**config.mk**
```make
export PLATFORM = sky130hd
export DESIGN_NAME = mouse_cursor_tracker_core
export DESIGN_NICKNAME = d
export VERILOG_FILES = /design/src/hdl/mct_pkg.sv /design/src/hdl/mouse_cursor_tracker_core.sv
export SDC_FILE = /design/constraint.sdc
export NUM_CORES = 1
export LEC_CHECK = 0
export BUFFER_PORTS_ARGS = -buffer_cell sky130_fd_sc_hd__buf_2
export CAP_MARGIN = 40
export CORE_UTILIZATION = 56
export DETAILED_ROUTE_END_ITERATION = 8
export PLACE_DENSITY = 0.78
export SYNTH_ARGS = -nofsm -noshare
export SYNTH_HDL_FRONTEND = slang
export SYNTH_SLANG_ARGS = --single-unit
```
**constraint.sdc**
```tcl
create_clock -name clk_i -period 7.3 [get_ports clk_i]
set_clock_uncertainty 0.2 [all_clocks]
set_input_delay 0.365 -clock clk_i [delete_from_list [all_inputs] [get_ports clk_i]]
set_output_delay 0.365 -clock clk_i [all_outputs]
set_load 0.01 [all_outputs]
```
**src/hdl/mct_pkg.sv**
```systemverilog
// Package for the mouse cursor tracker: codes, defaults and shared types.
`default_nettype none
package mct_pkg;

  localparam int COORD_BITS_DEFAULT = 12;
  localparam int CLIP_HI_RESET      = 4095;
  localparam int CFG_IDX_BITS       = 3;

  localparam logic [CFG_IDX_BITS-1:0] CFG_CLIP_LEFT   = 3'd0;
  localparam logic [CFG_IDX_BITS-1:0] CFG_CLIP_TOP    = 3'd1;
  localparam logic [CFG_IDX_BITS-1:0] CFG_CLIP_RIGHT  = 3'd2;
  localparam logic [CFG_IDX_BITS-1:0] CFG_CLIP_BOTTOM = 3'd3;

  localparam logic KIND_MOVE = 1'b0;
  localparam logic KIND_SET  = 1'b1;

  localparam int BTN_LEFT_BIT  = 0;
  localparam int BTN_RIGHT_BIT = 1;

  typedef struct packed {
    logic left_held;
    logic right_held;
    logic left_pressed;
    logic left_released;
    logic right_pressed;
    logic right_released;
  } btn_t;

endpackage
`default_nettype wire

```
**src/hdl/mouse_cursor_tracker_core.sv**
```systemverilog
// Mouse cursor tracker: packet or set-position item in, clamped cursor and buttons out.
//
// Usage:
//   Input channel (in_valid_i / in_ready_o) carries one item: a mouse packet
//   (kind 0: status byte, signed dx, dy) or a set-position request (kind 1).
//   Output channel (out_valid_o / out_ready_i) returns exactly one result per
//   item: clamped cursor x/y, button levels and press/release edges.
//   Config port (cfg_we_i, cfg_idx_i, cfg_data_i) writes one clip box edge
//   at a time; index 0 left, 1 top, 2 right, 3 bottom, others ignored.
//   Result: registered; valid the cycle after the item is accepted unless an
//   earlier result still waits. Throughput: one item per cycle while ready is
//   high, set by the add-and-clamp loop from the position register back to itself.
//   Stall: an output register plus one skid entry; the block keeps taking
//   items while one result waits and drops ready only with both full.
//   Reset: position and button history clear to zero, clip box to 0..4095 (the
//   full range at 12-bit coordinates), both result entries empty.
`default_nettype none
module mouse_cursor_tracker_core
  import mct_pkg::*;
#(
  parameter int COORD_BITS = COORD_BITS_DEFAULT
) (
  input  wire logic                    clk_i,
  input  wire logic                    rst_ni,

  input  wire logic                    cfg_we_i,
  input  wire logic [CFG_IDX_BITS-1:0] cfg_idx_i,
  input  wire logic [COORD_BITS-1:0]   cfg_data_i,

  input  wire logic                    in_valid_i,
  output logic                         in_ready_o,
  input  wire logic                    kind_i,
  input  wire logic [7:0]              status_byte_i,
  input  wire logic signed [7:0]       delta_x_i,
  input  wire logic signed [7:0]       delta_y_i,
  input  wire logic [COORD_BITS-1:0]   set_x_i,
  input  wire logic [COORD_BITS-1:0]   set_y_i,

  output logic                         out_valid_o,
  input  wire logic                    out_ready_i,
  output logic [COORD_BITS-1:0]        cursor_x_o,
  output logic [COORD_BITS-1:0]        cursor_y_o,
  output logic                         left_held_o,
  output logic                         right_held_o,
  output logic                         left_pressed_o,
  output logic                         left_released_o,
  output logic                         right_pressed_o,
  output logic                         right_released_o
);

  localparam int SW = COORD_BITS + 2;

  typedef struct packed {
    logic [COORD_BITS-1:0] x;
    logic [COORD_BITS-1:0] y;
    btn_t                  btn;
  } res_t;

  function automatic logic [COORD_BITS-1:0] clamp_axis(
    input logic signed [SW-1:0]   v,
    input logic [COORD_BITS-1:0]  lo,
    input logic [COORD_BITS-1:0]  hi
  );
    logic signed [SW-1:0] los;
    logic signed [SW-1:0] his;
    los = $signed({2'b00, lo});
    his = $signed({2'b00, hi});
    if (v < los) begin
      return lo;
    end else if (v > his) begin
      return hi;
    end
    return v[COORD_BITS-1:0];
  endfunction

  logic [COORD_BITS-1:0] clip_left_q, clip_top_q, clip_right_q, clip_bottom_q;
  logic [COORD_BITS-1:0] pos_x_q, pos_y_q, pos_x_d, pos_y_d;
  logic                  left_now_q, right_now_q, left_before_q, right_before_q;
  logic                  left_now_d, right_now_d, left_before_d, right_before_d;
  logic [COORD_BITS-1:0] pre_x, pre_y;
  logic signed [SW-1:0]  sum_x, sum_y;
  res_t                  res_d, out_q, skid_q;
  logic                  out_valid_q, skid_valid_q;
  logic                  in_acc, out_take;

  // clip box registers
  always_ff @(posedge clk_i or negedge rst_ni) begin
    if (!rst_ni) begin
      clip_left_q   <= '0;
      clip_top_q    <= '0;
      clip_right_q  <= COORD_BITS'(CLIP_HI_RESET);
      clip_bottom_q <= COORD_BITS'(CLIP_HI_RESET);
    end else if (cfg_we_i) begin
      case (cfg_idx_i)
        CFG_CLIP_LEFT:   clip_left_q   <= cfg_data_i;
        CFG_CLIP_TOP:    clip_top_q    <= cfg_data_i;
        CFG_CLIP_RIGHT:  clip_right_q  <= cfg_data_i;
        CFG_CLIP_BOTTOM: clip_bottom_q <= cfg_data_i;
        default: ;
      endcase
    end
  end

  assign in_ready_o = !skid_valid_q;
  assign in_acc     = in_valid_i && in_ready_o;
  assign out_take   = out_valid_q && out_ready_i;

  always_comb begin
    // stored position is re-clamped against the current box first
    pre_x = clamp_axis($signed({2'b00, pos_x_q}), clip_left_q, clip_right_q);
    pre_y = clamp_axis($signed({2'b00, pos_y_q}), clip_top_q, clip_bottom_q);
    sum_x = $signed({2'b00, pre_x}) + SW'(delta_x_i);
    sum_y = $signed({2'b00, pre_y}) - SW'(delta_y_i);

    left_now_d     = left_now_q;
    right_now_d    = right_now_q;
    left_before_d  = left_before_q;
    right_before_d = right_before_q;
    if (kind_i == KIND_MOVE) begin
      left_before_d  = left_now_q;
      right_before_d = right_now_q;
      left_now_d     = status_byte_i[BTN_LEFT_BIT];
      right_now_d    = status_byte_i[BTN_RIGHT_BIT];
      pos_x_d        = clamp_axis(sum_x, clip_left_q, clip_right_q);
      pos_y_d        = clamp_axis(sum_y, clip_top_q, clip_bottom_q);
    end else begin
      pos_x_d = clamp_axis($signed({2'b00, set_x_i}), clip_left_q, clip_right_q);
      pos_y_d = clamp_axis($signed({2'b00, set_y_i}), clip_top_q, clip_bottom_q);
    end

    res_d.x                  = pos_x_d;
    res_d.y                  = pos_y_d;
    res_d.btn.left_held      = left_now_d;
    res_d.btn.right_held     = right_now_d;
    res_d.btn.left_pressed   = !left_before_d && left_now_d;
    res_d.btn.left_released  = left_before_d && !left_now_d;
    res_d.btn.right_pressed  = !right_before_d && right_now_d;
    res_d.btn.right_released = right_before_d && !right_now_d;
  end

  always_ff @(posedge clk_i or negedge rst_ni) begin
    if (!rst_ni) begin
      pos_x_q        <= '0;
      pos_y_q        <= '0;
      left_now_q     <= 1'b0;
      right_now_q    <= 1'b0;
      left_before_q  <= 1'b0;
      right_before_q <= 1'b0;
    end else if (in_acc) begin
      pos_x_q        <= pos_x_d;
      pos_y_q        <= pos_y_d;
      left_now_q     <= left_now_d;
      right_now_q    <= right_now_d;
      left_before_q  <= left_before_d;
      right_before_q <= right_before_d;
    end
  end

  // output register with one skid entry
  always_ff @(posedge clk_i or negedge rst_ni) begin
    if (!rst_ni) begin
      out_valid_q  <= 1'b0;
      skid_valid_q <= 1'b0;
    end else if (out_take) begin
      if (skid_valid_q) begin
        skid_valid_q <= 1'b0;
      end else begin
        out_valid_q <= in_acc;
      end
    end else if (in_acc) begin
      if (out_valid_q) begin
        skid_valid_q <= 1'b1;
      end else begin
        out_valid_q <= 1'b1;
      end
    end
  end

  always_ff @(posedge clk_i) begin
    if (out_take && skid_valid_q) begin
      out_q <= skid_q;
    end else if (in_acc && (!out_valid_q || out_take)) begin
      out_q <= res_d;
    end
    if (in_acc && out_valid_q && !out_take) begin
      skid_q <= res_d;
    end
  end

  assign out_valid_o      = out_valid_q;
  assign cursor_x_o       = out_q.x;
  assign cursor_y_o       = out_q.y;
  assign left_held_o      = out_q.btn.left_held;
  assign right_held_o     = out_q.btn.right_held;
  assign left_pressed_o   = out_q.btn.left_pressed;
  assign left_released_o  = out_q.btn.left_released;
  assign right_pressed_o  = out_q.btn.right_pressed;
  assign right_released_o = out_q.btn.right_released;

endmodule
`default_nettype wire
```
==> impl_metrics.py <==
metrics = {
    "setup_path": {
        "critPathRequiredTime_ps": 7390,
        "worstSetupStartpointType": "flip-flop",
        "rr_worst_depth": 26,
        "rrSetupSlack_ps": 190,
        "cp.arrival_ps": 7200,
        "path_class": "flip-flop to flip-flop",
        "timing.rr.start": "clip_right_q[1]",
        "path_max_fanout": 6,
        "crit_start": "clip_right_q[1]",
        "cp-end-kind": "flip-flop",
        "r2r_end": "cursor_x_o[10]",
        "crit_end": "cursor_x_o[10]",
    },
    "logic_synthesis": {
        "synth_top_family_by_area": "compound AO/OA/AOI/OAI gates",
        "synth_edf_count": 60,
        "synth_compound_area_frac": 0.2300,
        "synthXorXnorAreaFrac": 0.01396,
        "synthArstFlopShare": 0.5652,
        "yosysMostFrequentCell": "ha_1",
        "synth.distinct_cells": 79,
        "synthAdderAreaFrac": 0.1766,
        "yosysTopAreaCellShare": 0.1732,
        "yosys-top-cells-count": "ha_1, nand2_1, a21oi_1, inv_1, o21ai_0",
        "synth-simple-area-share": 0.1318,
        "yosys.area.top_type": "ha_1",
        "syn_area_per_cell_sq_um": 9.132,
        "syn_inst": 1305,
        "synth_area_leaders": "ha_1, edfxtp_1, dfrtp_1, dfstp_2, mux2i_1",
        "synth_ff_type": "edfxtp_1",
        "synth_seq_cells": 138,
        "synth_warnings": 0,
        "syn_area_sq_um": 11920,
        "yosysSeqAreaShare": 0.3175,
        "synthMuxAreaShare": 0.08472,
        "synth_nets": 1541,
    },
    "clock_network": {
        "cts_tree": "built",
        "root_buffer": "clkbuf_16",
        "clk_pin_slew_ps": 70,
        "clock-sinks": 138,
        "clockBufferDepth": 2,
        "htree_num_levels": 4,
        "numCtsBuffers": 17,
        "clock_latency_ps": 430,
    },
    "grt": {
        "grt_usage": 0.3453,
        "grt_pass1_vias": 10542,
        "grt_util_met1": 0.4882,
        "grt_pass1_wl_um": 57810,
        "grt_max_degree": 65,
        "busiest_layer": "met2",
        "gr-total-overflow": 0,
        "met3_usage": 0.08426,
        "grtUsageMet2": 0.5198,
        "antenna_found_initial": 0,
    },
    "timing": {
        "slew_viol_final": 0,
        "tightest_slew_ps": 820.4,
        "fin_crit_sh": 0.9739,
        "slew_headroom": 0.4530,
        "finalSetupViolCount": 0,
        "max_freq_ghz": 0.1407,
        "hold_violations": 0,
        "whs_ps": 14.43,
        "layout_min_cycle_time_ps": 7110,
    },
    "floorplan": {
        "die_area_sq_um": 21870,
        "pin_count": 101,
        "initial_core_util": 0.5687,
        "num_rows": 53,
        "die_w_um": 147.9,
        "die_h_um": 147.9,
        "core_area_sq_um": 20960,
    },
    "route": {
        "ant_nets": 0,
        "post-route-drc-count": 2,
        "post_drt_wl_per_cell_um": 21.26,
        "drt-initial-drc-count": 1123,
        "vias_per_cell": 6.471,
        "via_count": 11357,
        "drt-pass1-iter-count": 8,
        "wl_um": 37320,
    },
    "final_layout": {
        "final_layout_size_suffix_gt1_frac": 0.2216,
        "finalNetCount": 1703,
        "antennaDiodeCount": 0,
        "fill_cells": 1677,
        "largest_reg_flops": 30,
        "top_register": "skid_q",
        "area_growth_pct": 18.52,
    },
    "placement": {
        "port_buffers": 94,
        "hpwl_um": 28530,
        "place.gp.congestion": 1.017,
    },
    "run_status": {
        "violations": "design-rule violations",
        "status": "finished with violations",
    },
    "run": {
        "drv_cap": 0,
    },
    "worst_hold_path": {
        "min_path_type": "primary input to flip-flop",
    },
}
-- kinds of logic after synthesis --
group                    after synthesis
AO/OA/AOI/OAI                        414
XOR/XNOR                              19
adder cells (fa/ha/maj)              167
buffers and inverters                139
flip-flops                           138
multiplexers                          96
AND/OR/NAND/NOR                      332
-- cell usage in the layout, fill, tap and decap left out, types with 5 or more instances in the layout --
cell type	count
a211o_1	6
a211oi_1	7
a21o_1	37
a21oi_1	97
a21oi_2	8
a221oi_1	5
a22oi_1	12
a31oi_1	29
and3_1	14
buf_2	93
buf_4	93
clkbuf_16	17
dfrtp_1	54
dfstp_2	24
edfxtp_1	60
ha_1	165
inv_1	91
mux2_2	39
mux2i_1	57
nand2_1	122
nand2b_1	9
nand3_1	23
nand4_1	19
nor2_1	76
nor2b_1	14
nor3_1	17
nor4_1	8
o211ai_1	17
o21a_1	16
o21ai_0	79
o21ai_1	17
o221ai_1	9
o22ai_1	7
o31ai_4	7
xnor2_1	14
-- per-layer routing --
metal | vias up | share of wire
met1 | 5400 | 0.44
met2 | 628 | 0.43
li1 | 5243 | -
met4 | 0 | 0.025
met5 | - | 0
met3 | 86 | 0.11
-- worst min path at each step --
stage,start,end,cells past startpoint
2_1_floorplan,rst_ni,clip_left_q[0],0
3_3_place_gp,skid_q[14],cursor_y_o[8],2
3_5_place_dp,rst_ni,pos_x_q[2],1
4_1_cts,cfg_data_i[8],clip_right_q[8],3
5_1_grt,cfg_data_i[9],clip_right_q[9],3
6_report,cfg_data_i[3],clip_right_q[3],3
-- stage by stage --
stage                     setup slack (ps)  setup TNS (ps)  instance area [sq um]  instances  utilization
final                                190.2               0                  14120       1755       0.6741
after global routing                -44.08          -186.2                  14120       1755       0.6741
after CTS                            27.90               0                  13940       1751       0.6655
after detailed placement            -74.43          -75.31                  13320       1717       0.6355
after global placement              -50.41          -50.41                  13280       1715       0.6336
after floorplan                      458.7               0                  11920       1305            -
-- worst max-delay path: stages (launching register included) --
cell and delay (ps):
dfstp_2 570, inv_1 130, ha_1 340, nor2b_1 130, o21ai_0 150, nand2b_1 70
a21oi_1 170, o221ai_1 120, o21a_2 200, mux2i_1 140, a21oi_1 390, ha_1 360
a2111oi_1 360, o21ai_1 200, a2111oi_2 370, nor2_1 120, xor2_2 220, ha_1 280
a2111oi_0 570, nor2b_1 210, a211oi_1 70, buf_4 190, o21ai_2 330, buf_4 220
nor2_1 70, a31oi_1 510, mux2_2 270
-- layout make-up --
cell class,instances,area [sq um],area share
Clock buffer,19,432.9,0.03065
Clock inverter,13,166.4,0.01178
Inverter,91,341.6,0.02418
Multi-Input combinational cell,1028,7814,0.5532
Sequential cell,138,3784,0.2679
Tap cell,275,344.1,0.02436
Timing Repair Buffer,191,1242,0.08796
-- timing repair --
action,4_1_cts,5_1_grt
pin swaps,0,4
hold endpoints to repair,60,0
hold buffers,2,0
setup buffers,0,4
resized for setup,2,30
endpoints found under the setup margin,3,69
Power is left out: the tool's default activity adds up to more than one toggle a clock period on the data nets, which glitch-free logic cannot reach.
